===== src/sv/mldb_pkg.sv =====
package mldb_pkg;

  // Item operation codes
  typedef enum logic [2:0] {
    OP_SCAN   = 3'd0,
    OP_DIGIT  = 3'd1,
    OP_POINT  = 3'd2,
    OP_BIT    = 3'd3,
    OP_NUMBER = 3'd4
  } op_e;

  localparam int unsigned WordW = 16;
  localparam int unsigned BcdDigits = 6;
  localparam int unsigned NumW = 17;

  localparam logic [WordW-1:0] BlankWord = 16'hFFFF;
  localparam logic [3:0] PointBit = 4'd10;
  localparam logic [3:0] DigitReject = 4'd15;

  // Number fields: start word and digit count
  localparam logic [3:0] Field0Start = 4'd0;
  localparam logic [3:0] Field1Start = 4'd3;
  localparam logic [2:0] Field0Width = 3'd3;
  localparam logic [2:0] Field1Width = 3'd5;

  // Segment code for a digit code, active low
  function automatic logic [WordW-1:0] seg_code(input logic [3:0] code);
    logic [WordW-1:0] w;
    case (code)
      4'd0:    w = 16'h3E7C;
      4'd1:    w = 16'h7FFE;
      4'd2:    w = 16'h3D7D;
      4'd3:    w = 16'h3DFC;
      4'd4:    w = 16'h7CFE;
      4'd5:    w = 16'hBCFC;
      4'd6:    w = 16'hBC7C;
      4'd7:    w = 16'h3FFE;
      4'd8:    w = 16'h3C7C;
      4'd9:    w = 16'h3CFC;
      4'd10:   w = 16'h3C7E;
      4'd11:   w = 16'hFC7C;
      4'd12:   w = 16'hBE7D;
      4'd13:   w = 16'h7D7C;
      4'd14:   w = 16'hBC7D;
      default: w = BlankWord;
    endcase
    return w;
  endfunction

endpackage


===== src/sv/multiplexed_led_display_buffer.sv =====
// Frame store for a multiplexed seven-segment display with a scan pointer.
// Input channel (in_valid_i / in_stall_o) carries one operation per transfer:
// scan tick, digit write, point bit, word bit or decimal number write.
// Output channel (out_valid_o / out_stall_i) returns exactly one result per
// item; only a scan tick carries a word, only a rejected digit flags error.
// The display words sit in a 16-bit wide synchronous RAM with a registered
// read; writes of untouched entries are tracked by a valid bit per word.
// Items are handled one at a time by a small sequencer; steps per item:
//   digit write, unused codes, bit operation on a missing word : no RAM read
//   scan tick : RAM read, then the word is emitted
//   bit operations : RAM read, then modify and write back
//   number write : division by ten into six decimal digits, one per step,
//                  then one write per field word
// A result is valid in the cycle after its item leaves the sequencer.
// The next item is taken as soon as the sequencer is back to idle, even
// while the previous result still waits in the output register.
// Reset clears the valid bits (every word reads as 0xFFFF, all segments
// off), the scan pointer and the output register at once; no clearing pass.
// A stalled result holds its payload; a finished item then waits for the
// output register before the next item is taken.
module multiplexed_led_display_buffer
  import mldb_pkg::*;
#(
  parameter int unsigned DISPLAY_WORDS = 16
) (
  input  logic                 clk_i,
  input  logic                 rst_ni,
  input  logic                 in_valid_i,
  output logic                 in_stall_o,
  input  logic [2:0]           op_i,
  input  logic [3:0]           position_i,
  input  logic [3:0]           digit_i,
  input  logic [3:0]           bit_offset_i,
  input  logic                 bit_value_i,
  input  logic                 field_select_i,
  input  logic [NumW-1:0]      number_value_i,
  output logic                 out_valid_o,
  input  logic                 out_stall_i,
  output logic                 scan_valid_o,
  output logic [3:0]           scan_position_o,
  output logic [WordW-1:0]     scan_word_o,
  output logic                 error_o
);

  localparam int unsigned AW = (DISPLAY_WORDS > 2) ? $clog2(DISPLAY_WORDS) : 1;
  localparam logic [4:0] WordsLim = 5'(DISPLAY_WORDS);
  localparam logic [AW-1:0] LastIdx = AW'(DISPLAY_WORDS - 1);
  localparam logic [4:0] ConvLast = 5'(BcdDigits - 1);
  // Reciprocal of ten, exact for every 17-bit value after the shift
  localparam logic [NumW-1:0] Recip10 = 17'd104858;
  localparam int unsigned RecipShift = 20;

  typedef enum logic [4:0] {
    S_IDLE = 5'b00001,
    S_RD   = 5'b00010,
    S_CONV = 5'b00100,
    S_NUM  = 5'b01000,
    S_DONE = 5'b10000
  } state_e;

  state_e state_q, state_d;

  // Frame RAM and per-word written flags
  logic [WordW-1:0]         mem_q [DISPLAY_WORDS];
  logic [DISPLAY_WORDS-1:0] vld_q, vld_d;
  logic [WordW-1:0]         rd_data_q;
  logic                     rd_vld_q;
  logic                     rd_en;
  logic [AW-1:0]            rd_addr;
  logic                     wr_en;
  logic [AW-1:0]            wr_addr;
  logic [WordW-1:0]         wr_data;

  // Held item and working registers
  logic [AW-1:0]      ptr_q, ptr_d;
  op_e                op_q, op_d;
  logic [3:0]         pos_q, pos_d;
  logic [3:0]         boff_q, boff_d;
  logic               bval_q, bval_d;
  logic               fsel_q, fsel_d;
  logic [NumW-1:0]    bin_q, bin_d;
  logic [4*BcdDigits-1:0] bcd_q, bcd_d;
  logic [4:0]         cnt_q, cnt_d;

  // Pending result and output register
  logic               res_scan_q, res_scan_d;
  logic [3:0]         res_pos_q, res_pos_d;
  logic [WordW-1:0]   res_word_q, res_word_d;
  logic               res_err_q, res_err_d;
  logic               out_valid_q, out_valid_d;
  logic               out_scan_q;
  logic [3:0]         out_pos_q;
  logic [WordW-1:0]   out_word_q;
  logic               out_err_q;
  logic               out_load;

  // Combinational helpers
  logic               accept;
  op_e                op_in;
  logic               pos_in_ok;
  logic               pos_q_ok;
  logic [WordW-1:0]   cur_word;
  logic [WordW-1:0]   sel_mask;
  logic [3:0]         bit_idx;
  logic [2*NumW-1:0]  quot_prod;
  logic [NumW-1:0]    quot;
  logic [3:0]         rem_digit;
  logic [2:0]         ndig;
  logic [2:0]         fwidth;
  logic [3:0]         fstart;
  logic [2:0]         dshift;
  logic [2:0]         didx;
  logic [3:0]         dcode;
  logic [3:0]         naddr;

  assign op_in      = op_e'(op_i);
  assign accept     = in_valid_i && !in_stall_o;
  assign in_stall_o = (state_q != S_IDLE);
  assign pos_in_ok  = ({1'b0, position_i} < WordsLim);
  assign pos_q_ok   = ({1'b0, pos_q} < WordsLim);
  assign cur_word   = rd_vld_q ? rd_data_q : BlankWord;
  assign out_load   = (state_q == S_DONE) && (!out_valid_q || !out_stall_i);

  // Divide by ten: reciprocal multiply for the quotient, then the remainder
  assign quot_prod = bin_q * Recip10;
  assign quot      = NumW'(quot_prod >> RecipShift);
  assign rem_digit = 4'(bin_q - ((quot << 3) + (quot << 1)));

  // Count significant decimal digits, at least one
  always_comb begin
    ndig = 3'd1;
    for (int k = BcdDigits - 1; k >= 1; k--) begin
      if (ndig == 3'd1 && bcd_q[4*k +: 4] != 4'd0) begin
        ndig = 3'(k + 1);
      end
    end
  end

  // Pick the field digit for the current write: leading digits win
  always_comb begin
    fwidth = fsel_q ? Field1Width : Field0Width;
    fstart = fsel_q ? Field1Start : Field0Start;
    dshift = (ndig > fwidth) ? ndig - fwidth : 3'd0;
    didx   = fwidth - 3'd1 - cnt_q[2:0] + dshift;
    dcode  = bcd_q[4*didx +: 4];
    naddr  = fstart + {1'b0, cnt_q[2:0]};
  end

  assign bit_idx  = (op_q == OP_POINT) ? PointBit : boff_q;
  assign sel_mask = WordW'(1) << bit_idx;

  // Sequencer
  always_comb begin
    state_d    = state_q;
    ptr_d      = ptr_q;
    op_d       = op_q;
    pos_d      = pos_q;
    boff_d     = boff_q;
    bval_d     = bval_q;
    fsel_d     = fsel_q;
    bin_d      = bin_q;
    bcd_d      = bcd_q;
    cnt_d      = cnt_q;
    res_scan_d = res_scan_q;
    res_pos_d  = res_pos_q;
    res_word_d = res_word_q;
    res_err_d  = res_err_q;
    rd_en      = 1'b0;
    rd_addr    = ptr_q;
    wr_en      = 1'b0;
    wr_addr    = position_i[AW-1:0];
    wr_data    = seg_code(digit_i);

    unique case (state_q)
      S_IDLE: begin
        if (accept) begin
          op_d       = op_in;
          pos_d      = position_i;
          boff_d     = bit_offset_i;
          bval_d     = bit_value_i;
          fsel_d     = field_select_i;
          res_scan_d = 1'b0;
          res_pos_d  = 4'd0;
          res_word_d = '0;
          res_err_d  = 1'b0;
          state_d    = S_DONE;
          unique case (op_in) inside
            OP_SCAN: begin
              rd_en   = 1'b1;
              rd_addr = ptr_q;
              state_d = S_RD;
            end
            OP_DIGIT: begin
              if (digit_i == DigitReject) begin
                res_err_d = 1'b1;
              end else begin
                wr_en = pos_in_ok;
              end
            end
            OP_POINT, OP_BIT: begin
              if (pos_in_ok) begin
                rd_en   = 1'b1;
                rd_addr = position_i[AW-1:0];
                state_d = S_RD;
              end
            end
            OP_NUMBER: begin
              bin_d   = number_value_i;
              bcd_d   = '0;
              cnt_d   = 5'd0;
              state_d = S_CONV;
            end
            default: begin
            end
          endcase
        end
      end
      S_RD: begin
        // Emit the scanned word, or modify one bit and write back
        if (op_q == OP_SCAN) begin
          res_scan_d = 1'b1;
          res_pos_d  = 4'(ptr_q);
          res_word_d = cur_word;
          ptr_d      = (ptr_q == LastIdx) ? '0 : ptr_q + AW'(1);
        end else begin
          wr_en   = pos_q_ok;
          wr_addr = pos_q[AW-1:0];
          wr_data = bval_q ? (cur_word | sel_mask) : (cur_word & ~sel_mask);
        end
        state_d = S_DONE;
      end
      S_CONV: begin
        // One decimal digit per cycle, least significant first
        bcd_d = {rem_digit, bcd_q[4*BcdDigits-1:4]};
        bin_d = quot;
        cnt_d = cnt_q + 5'd1;
        if (cnt_q == ConvLast) begin
          cnt_d   = 5'd0;
          state_d = S_NUM;
        end
      end
      S_NUM: begin
        // One field word per cycle, most significant first
        wr_en   = ({1'b0, naddr} < WordsLim);
        wr_addr = naddr[AW-1:0];
        wr_data = seg_code(dcode);
        cnt_d   = cnt_q + 5'd1;
        if (cnt_q[2:0] == fwidth - 3'd1) begin
          state_d = S_DONE;
        end
      end
      S_DONE: begin
        if (out_load) begin
          state_d = S_IDLE;
        end
      end
      default: begin
        state_d = S_IDLE;
      end
    endcase
  end

  // Mark words once written
  always_comb begin
    vld_d = vld_q;
    if (wr_en) begin
      vld_d[wr_addr] = 1'b1;
    end
  end

  // Output register: load a finished result, drop it on transfer
  always_comb begin
    out_valid_d = out_valid_q;
    if (out_load) begin
      out_valid_d = 1'b1;
    end else if (!out_stall_i) begin
      out_valid_d = 1'b0;
    end
  end

  // Frame RAM write port and registered read port
  always_ff @(posedge clk_i) begin
    if (wr_en) begin
      mem_q[wr_addr] <= wr_data;
    end
    if (rd_en) begin
      rd_data_q <= mem_q[rd_addr];
    end
  end

  // Control state
  always_ff @(posedge clk_i or negedge rst_ni) begin
    if (!rst_ni) begin
      state_q     <= S_IDLE;
      ptr_q       <= '0;
      vld_q       <= '0;
      rd_vld_q    <= 1'b0;
      out_valid_q <= 1'b0;
      cnt_q       <= 5'd0;
    end else begin
      state_q     <= state_d;
      ptr_q       <= ptr_d;
      vld_q       <= vld_d;
      out_valid_q <= out_valid_d;
      cnt_q       <= cnt_d;
      if (rd_en) begin
        rd_vld_q <= vld_q[rd_addr];
      end
    end
  end

  // Payload registers
  always_ff @(posedge clk_i) begin
    op_q       <= op_d;
    pos_q      <= pos_d;
    boff_q     <= boff_d;
    bval_q     <= bval_d;
    fsel_q     <= fsel_d;
    bin_q      <= bin_d;
    bcd_q      <= bcd_d;
    res_scan_q <= res_scan_d;
    res_pos_q  <= res_pos_d;
    res_word_q <= res_word_d;
    res_err_q  <= res_err_d;
    if (out_load) begin
      out_scan_q <= res_scan_q;
      out_pos_q  <= res_pos_q;
      out_word_q <= res_word_q;
      out_err_q  <= res_err_q;
    end
  end

  assign out_valid_o     = out_valid_q;
  assign scan_valid_o    = out_scan_q;
  assign scan_position_o = out_pos_q;
  assign scan_word_o     = out_word_q;
  assign error_o         = out_err_q;

endmodule


===== config.mk =====
export PLATFORM = sky130hd
export DESIGN_NAME = multiplexed_led_display_buffer
export DESIGN_NICKNAME = d
export VERILOG_FILES = /design/src/sv/mldb_pkg.sv /design/src/sv/multiplexed_led_display_buffer.sv
export SDC_FILE = /design/constraint.sdc
export NUM_CORES = 1
export LEC_CHECK = 0
export BUFFER_PORTS_ARGS = -buffer_cell sky130_fd_sc_hd__buf_2
export CORE_ASPECT_RATIO = 1.2
export CORE_UTILIZATION = 55
export DETAILED_ROUTE_END_ITERATION = 6
export GPL_TIMING_DRIVEN = 1
export MAX_ROUTING_LAYER = met4
export PLACE_DENSITY = 0.85
export SETUP_SLACK_MARGIN = 0.4
export SYNTH_ARGS = -nofsm -noshare
export SYNTH_HDL_FRONTEND = slang
export SYNTH_SLANG_ARGS = --single-unit

===== constraint.sdc =====
create_clock -name clk_i -period 5.6 [get_ports clk_i]
set_clock_uncertainty 0.05 [all_clocks]
set_input_delay 1.4 -clock clk_i [delete_from_list [all_inputs] [get_ports clk_i]]
set_output_delay 1.4 -clock clk_i [all_outputs]
set_load 0.01 [all_outputs]

# Word level (Yosys, flattened, before mapping)
# Memory sizes are Yosys's and may differ from the RTL's. A register that Yosys moved wholly into a read port is not among the register bits.
# Index checks and enable logic that the tools add are counted.
# op_classes
n_addsub,9
mul,1
n_div,0
order_cmp,4
eq_ne,26
n_shift,2
muxes,61
bitwise_logic,4
reduce_logical,29
# op_table
operator,count
$mux W16,5
$pmux W16 S2,2
$mux W24,2
$pmux W24 S2,1
$mux W5,7
$mux W17,2
$pmux W17 S2,1
$mul A17 B16 Y33 const B,1
$mux W4,8
$or A16 B16 Y16,2
$pmux W5 S5,1
$shiftx A24 B6 Y4,1
$mux W3,7
$reduce_bool A4 Y1,5
$and A16 B16 Y16,1
$mux W1,16
$not A16 Y16,1
$pmux W4 S2,2
$shl A1 B4 Y16 const A,1
$eq A3 B1 Y1 const B,5
$pmux W5 S3,1
$ne A2 B2 Y1 const B,6
$eq A5 B3 Y1 const B,2
$lt A4 B5 Y1 const B,2
37 further kinds,54
# totals
reg_bits,130
latchBits,0
mem_bits_rw,256
mem_bits_ro,224
inputBits,38
out_inout_bits,24
word_cells,160
memories,3
# mem_list
memory,words,word_bits,rd,rd_ports_with_merged_regs,write_ports,line_no,source
mem_q,16,16,1,1,1,multiplexed_led_display_buffer.sv:64,logic [WordW-1:0] mem_q [DISPLAY_WORDS];
(no name shown),16,7,1,0,0,mldb_pkg.sv:29,case (code)
(no name shown),16,7,1,0,0,mldb_pkg.sv:29,

# Depth between registers and ports, before layout
# Gate-level depths: netlist of the first run.
# An unclocked memory read counts as a cell.
# depth
depth_word,20
mapped_depth,23

# Worst setup path before layout of the first run
# OpenSTA, ideal clock, no wires.
# synth_path
path_type,register -> register
from,reg bin_q[8]
to,"reg bcd_q[23], data pin"
t_arrival_ns,5.619
path_slack_ns,-0.330
path_stages_with_launch,22
n_path_buf,1
cell_sequence,edfxtp_1 > ha_1 > inv_1 > fa_1 > fa_1 > inv_1 > fa_1 > inv_1 > fa_1 > fa_1 > inv_1 > ha_1 > clkbuf_1 > and4_1 > a221oi_1 > nand2_1 > xor2_1 > ha_1 > a32o_1 > nor3_1 > xnor2_1 > mux2i_1
# synth_between
elab_chain_cells,4
# synth_lines
item,line_no,source
"start, declared",multiplexed_led_display_buffer.sv:81,"logic [NumW-1:0] bin_q, bin_d;"
"start signal, assigned",multiplexed_led_display_buffer.sv:319,bin_q <= bin_d;
$mul A17 B16 Y33,multiplexed_led_display_buffer.sv:125,assign quot_prod = bin_q * Recip10;
$add A4 B4 Y4,multiplexed_led_display_buffer.sv:127,assign rem_digit = 4'(bin_q - ((quot << 3) + (quot << 1)));
$sub A4 B4 Y4,multiplexed_led_display_buffer.sv:127,
$pmux W24 S2,multiplexed_led_display_buffer.sv:174,unique case (state_q)
"end signal, assigned",multiplexed_led_display_buffer.sv:320,bcd_q <= bcd_d;
"end, declared",multiplexed_led_display_buffer.sv:82,"logic [4*BcdDigits-1:0] bcd_q, bcd_d;"
# No other way between the ends.
# A chain may end at the register's enable or synchronous reset.

# Worst setup path after layout of the first run
# Ends and elaborated chain as after synthesis.

==> impl_metrics.ini, run 1 <==
[timing]
grt_setup_unrepaired = yes
tightest_slew_ns = 1.17
fin_crit_sh_pct = 103
whs_ns = 0.366
final_hold_viol_count = 0
fin_crit_ns = 5.78
relSlewSlack_pct = 21.9
setup_ws_ns = -0.175
finalSetupViolCount = 7
maxSlewViolCount = 0
fmax_ghz = 0.173

[logic_synthesis]
yosys_warnings = 0
ys_seq_elements = 402
async_flop_share_pct = 7.96
ys_seq_area_share_pct = 53.5
synth_area_um2 = 22200
synth_nets = 2073
synth-edff-count = 370
syn_area_per_cell_um2 = 12.5
synth_flop_cell = edfxtp_1
ys_types = 82
synth_cells = 1784

[clock_tree]
cts_root_buf = clkbuf_16
cts_buffers = 40
clock_path_buffers = 3
cts_hold_buffers = 0
clk_pin_slew_worst_paths_ns = 0.07
cts.sinks = 402
cts_tree = yes
cts.htree.levels = 2
clk_latency_ns = 0.55

[worst_setup_path]
critical_path_class = flip-flop to flip-flop
path_max_fanout = 3
critPathRequiredTime_ns = 5.83
crit_arrival_ns = 6.01
cp-start-kind = flip-flop
end_kind = flip-flop

[grt]
grt_pass1_vias = 15600
grt_start_max_net_pins = 82
gr-total-overflow = 0
grt_usage_pct = 28.0
grt_pass1_wl_mm = 85.0
antenna_found_initial = 0

[die]
ios = 62
rows = 80
dieArea_um2 = 41300
coreArea_um2 = 39800
start_util_pct = 55.8
die_y_um = 222
die_x_um = 186

[run_status]
violations = setup timing
status = finished, violations left

[finish]
nNetsFinal = 2250
synthToLayoutAreaGrowth_pct = 17.7
fillers = 2687
final_core_util_pct = 65.7
antennaDiodeCount = 0
drive_above_1_share_pct = 20.8

[detailed_routing]
postRouteWirelength_mm = 57.0
ant_nets = 0
via_per_inst = 6.08
routedLengthMet1_mm = 20.3
drt_pass1_iterations = 7
vias = 15300
met3_length_mm = 3.38
wl_met2_mm = 30.0
drt_iter0_markers = 1549
dr.max_layer_used = met4
wire_per_inst_um = 22.6
drc_errors = 0

[flow_run]
drv_cap = 0

[power]
p_leak_nw = 10.3
finalPower_mw = 17.9
powerDensity_nw_per_um2 = 683
ir_drop_mv = 0.948

[min_path]
worstHoldPathType = flip-flop to flip-flop

[placement]
place_congestion = 0.945
io_buffers = 61
hpwl_mm = 36.4
## per-stage QoR
| step | cells | cell area (um2) | setup TNS [ns] | setup slack [ns] |
|---|---|---|---|---|
| finish | 2523 | 26200 | -0.514 | -0.175 |
| global route | 2523 | 26200 | -2.05 | -0.349 |
| CTS | 2496 | 25700 | -0.0508 | -0.0508 |
| detailed placement | 2404 | 23800 | -0.398 | -0.205 |
| global placement | 2404 | 23800 | -0.0365 | -0.0365 |
| floorplan | 1784 | 22400 | -0.00390 | -0.00390 |
## placed cells by master, fill, tap and decap left out, types with 7 or more instances in the layout
cell	instances
a32oi_1	15
o21ai_2	8
buf_2	61
nor2_2	11
edfxtp_1	370
ha_4	14
xor2_1	8
nand2_1	196
inv_1	182
clkbuf_1	7
clkbuf_16	42
nand4_1	7
or2_1	8
mux2i_1	50
nor2_1	47
nand3_1	17
a21oi_1	54
nor3_1	13
o22ai_1	19
inv_2	9
buf_12	7
and2_1	79
mux2_2	10
a211oi_1	51
clkinv_2	7
a311oi_1	19
a21o_1	14
clkinv_1	7
and2_0	16
buf_4	124
nand2b_1	20
a31oi_1	36
fa_1	89
xnor2_1	7
dfrtp_1	31
ha_1	143
or2_2	8
buf_6	14
## Yosys cell counts, types with 4 or more instances
library cell / number / share of area, %
a211oi_1: 51 / 1.7
nor3b_1: 7 / 0.24
nand4_1: 7 / 0.20
a32oi_1: 15 / 0.59
nand2_1: 202 / 3.4
nand3b_1: 5 / 0.17
and4_1: 5 / 0.20
a21oi_1: 61 / 1.4
or2_2: 10 / 0.28
or2_1: 8 / 0.22
xor2_1: 12 / 0.47
nor2b_1: 6 / 0.17
buf_2: 16 / 0.36
nor2_1: 59 / 1.0
and2_1: 79 / 2.2
nand3_1: 22 / 0.49
o22ai_1: 19 / 0.53
mux2i_1: 57 / 2.6
a311oi_1: 20 / 0.79
dfrtp_1: 31 / 3.5
nor4_1: 6 / 0.17
and2_0: 16 / 0.45
a21o_1: 14 / 0.47
inv_1: 192 / 3.2
nand2b_1: 20 / 0.56
o221ai_1: 4 / 0.16
edfxtp_1: 370 / 50
a22oi_1: 4 / 0.13
a221o_1: 4 / 0.18
o21ai_0: 19 / 0.43
clkbuf_1: 49 / 0.83
a31oi_1: 38 / 1.1
fa_1: 91 / 8.2
a221oi_1: 5 / 0.20
nor3_1: 14 / 0.31
mux2_2: 11 / 0.56
ha_1: 160 / 9.0
xnor2_1: 12 / 0.47
## sequential cells by signal (all words and copies together), names as in the netlist, 3 cells and up
name             count
scan_position_o      4
state_q              5
cnt_q                5
mem_q              256
pos_q                4
op_q                 3
ptr_q                4
boff_q               4
res_word_q          16
res_pos_q            4
vld_q               16
scan_word_o         16
bin_q               17
rd_data_q           16
bcd_q               24
## critical path: stages, from the launching register on
cell and delay, ns:
edfxtp_1 0.43, buf_4 0.17, ha_4 0.23, fa_1 0.53
fa_1 0.52, inv_2 0.05, fa_1 0.46, fa_1 0.50
inv_1 0.05, fa_1 0.49, ha_4 0.33, buf_6 0.10
nand4_1 0.13, nor2_2 0.16, o2111ai_2 0.16, nand2_2 0.11
xor2_2 0.18, ha_1 0.27, a32o_1 0.23, nor3_2 0.12
xnor2_1 0.16, mux2i_1 0.09
## logic make-up (layout without fill, tap and decap cells)
kind of cell	Yosys count	in the layout	share of synthesized area (%)
multiplexers	76	76	3.90
AND/OR/NAND/NOR	483	483	10.8
XOR/XNOR	25	25	1.07
flip-flops	402	402	53.5
adder cells (fa/ha/maj)	251	251	17.2
buffers and inverters	265	471	4.72
AO/OA/AOI/OAI	282	282	8.76
## path summary, 6_finish.rpt
check,startpoint,endpoint,slack [ns],depth (start not counted)
worst max register to register,bin_q[8]$_DFFE_PP_,bcd_q[23]$_SDFFCE_PN0P_,-0.18,21
worst min-delay path,res_word_q[0]$_SDFFCE_PN0P_,scan_word_o[0]$_DFFE_PP_,0.37,0
worst min register to register,res_word_q[0]$_SDFFCE_PN0P_,scan_word_o[0]$_DFFE_PP_,0.37,0
min in group asynchronous,rst_ni,cnt_q[4]$_DFFE_PN0P_,0.87,1
worst max-delay path,bin_q[8]$_DFFE_PP_,bcd_q[23]$_SDFFCE_PN0P_,-0.18,21
max in group asynchronous,rst_ni,vld_q[3]$_DFFE_PN0P_,4.13,1
## where the power goes
group | leakage (nW) | internal (mW) | switching, mW
Clock | 0.598 | 1.44 | 1.13
Combinational | 6.31 | 5.44 | 6.08
Sequential | 3.35 | 3.61 | 0.181
Total | 10.3 | 10.5 | 7.39
## area by class of cell
type,count,area [um2],area share (%)
Tap cell,533,667,2.55
Clock inverter,23,179,0.683
Timing Repair Buffer,208,1570,6.01
Inverter,192,723,2.76
Clock buffer,48,1050,4.02
Sequential cell,402,11900,45.5
Multi-Input combinational cell,1117,10100,38.5
## repair_timing
action                                  in CTS  in global routing
pin swaps                                   36                 44
endpoints found under the setup margin     127                128
gates cloned                                 0                  1
resized for setup                           79                 60
setup buffers                               21                 26
## routing by layer
layer  GRT usage, %  vias up
met2           48.8      756
met3           3.11      242
met4           13.7        0
met5              -        -
met1           31.8     7594
li1               -     6752
Note: power is estimated with default switching activity, not from simulation.
==> run 2: changes to the inputs <==
SETUP_SLACK_MARGIN = 0.2   (was 0.4)
SKIP_CTS_REPAIR_TIMING = 1   (was default)
==> impl_metrics.ini, run 2 (synthesized netlist as in run 1, its figures left out) <==
[detailed_routing]
vias = 15000
drc_errors = 0
drt_pass1_iterations = 5
drt_iter0_markers = 1141
via_per_inst = 6.00
postRouteWirelength_mm = 53.6
ant_nets = 0
wire_per_inst_um = 21.4

[timing]
maxSlewViolCount = 0
final_hold_viol_count = 0
finalSetupViolCount = 3
fin_crit_ns = 5.65
setup_ws_ns = -0.0515
fin_crit_sh_pct = 101
relSlewSlack_pct = 19.8
setup_tns_ns = -0.127
grt_setup_unrepaired = yes
fmax_ghz = 0.177
tightest_slew_ns = 1.20

[die]
ios = 62
die_x_um = 186
rows = 80
die_y_um = 222
start_util_pct = 55.8
coreArea_um2 = 39800
dieArea_um2 = 41300

[finish]
layout_common_cells = edfxtp_1 (370), nand2_1 (199), inv_1 (180), ha_1 (143), buf_4 (111)
stdcell_area_um2 = 25800
top_register = mem_q
antennaDiodeCount = 0
final_core_util_pct = 64.8
nNetsFinal = 2228
synthToLayoutAreaGrowth_pct = 16.1
largestRegisters = mem_q: 256 flops, bcd_q: 24 flops, bin_q: 17 flops
drive_above_1_share_pct = 18.6
mostFrequentLayoutCell = edfxtp_1
largest_register_ffs = 256
finalNonFillerCells = 2500

[placement]
hpwl_mm = 35.6
place_area_um2 = 23900
io_buffers = 61
placed_cells = 2411
place_congestion = 0.951

[worst_setup_path]
end_kind = flip-flop
critical_path_class = flip-flop to flip-flop
worst_path_max_delay_cell = fa_1
critPathMostFrequentCell = fa_1
cp.buffers_inverters = 3
slowest_delay_ns = 0.52
crit_family = adder cells
crit_arrival_ns = 5.89
path_max_fanout = 5
worstPathCellList = buf_4, ha_4, fa_1, fa_1, inv_1, fa_1, fa_1, inv_1, fa_1, ha_4, a21oi_2, nand2_2, a221oi_4, nand2_2, xor2_2, ha_1, a32o_1, nor3_2, xnor2_1, mux2i_1
cp-start-kind = flip-flop
critPathRequiredTime_ns = 5.84

[clock_tree]
cts_root_buf = clkbuf_16
cts.sinks = 402
cts.htree.levels = 2
clk_pin_slew_worst_paths_ns = 0.06
clk_latency_ns = 0.55
clock_path_buffers = 3
cts_tree = yes
cts_buffers = 38

[grt]
grt_start_max_net_pins = 100
gr-total-overflow = 0
grt_pass1_wl_mm = 81.6
grt_pass1_vias = 15300
grt_usage_pct = 26.7
antenna_found_initial = 0

[power]
p_leak_nw = 10.1
ir_drop_mv = 0.994
powerDensity_nw_per_um2 = 624
finalPower_mw = 16.1

[run_status]
violations = setup timing
status = finished, violations left

[min_path]
worstHoldPathType = flip-flop to flip-flop

[flow_run]
drv_cap = 0
## run 2: cell count changes in the layout (fill, tap and decap cells not counted), moves of 5 or more
cell / delta
clkinv_2: -5
nor2_1: +7
nor2_2: -5
buf_4: -13
o21ai_2: -6
## run 2: layout make-up
type	instances	area [um2]
inverters	192	723
flip-flops and latches	402	11900
repair buffers	188	1370
multi-input cells	1117	9950
well taps	533	667
clock buffers	49	1020
clock inverters	19	181
fillers	2769	14000
## run 2: path summary, 6_finish.rpt
path                                               from                        end  slack, ns  cells past startpoint
hold / removal             res_word_q[15]$_SDFFCE_PN0P_  scan_word_o[15]$_DFFE_PP_       0.37                      0
hold reg to reg            res_word_q[15]$_SDFFCE_PN0P_  scan_word_o[15]$_DFFE_PP_       0.37                      0
setup / recovery                     bin_q[8]$_DFFE_PP_    bcd_q[23]$_SDFFCE_PN0P_      -0.05                     20
max in group asynchronous                        rst_ni      vld_q[14]$_DFFE_PN0P_       4.10                      1
min in group asynchronous                        rst_ni       cnt_q[2]$_DFFE_PN0P_       0.88                      1
setup reg to reg                     bin_q[8]$_DFFE_PP_    bcd_q[23]$_SDFFCE_PN0P_      -0.05                     20
## run 2: routing by layer
metal	part of all wire (%)	global-route usage, %	up-vias
li1	-	-	6711
met1	36	30.7	7419
met2	53	46.8	685
met3	6.2	3.03	181
met4	4.7	11.6	0
met5	0	-	-
## run 2: stage by stage
stage               hold slack (ns)  setup WS [ns]
floorplan                     0.350        -0.0266
global placement              0.350         -0.107
detailed placement            0.355         -0.160
CTS                           0.370         -0.200
global route                  0.376         -0.299
finish                        0.369        -0.0515
## run 2: where the power goes
| part | switching [mW] | total (mW) | internal [mW] |
|---|---|---|---|
| Sequential | 0.177 | 3.79 | 3.61 |
| Clock | 1.10 | 2.54 | 1.44 |
| Combinational | 5.28 | 9.80 | 4.52 |
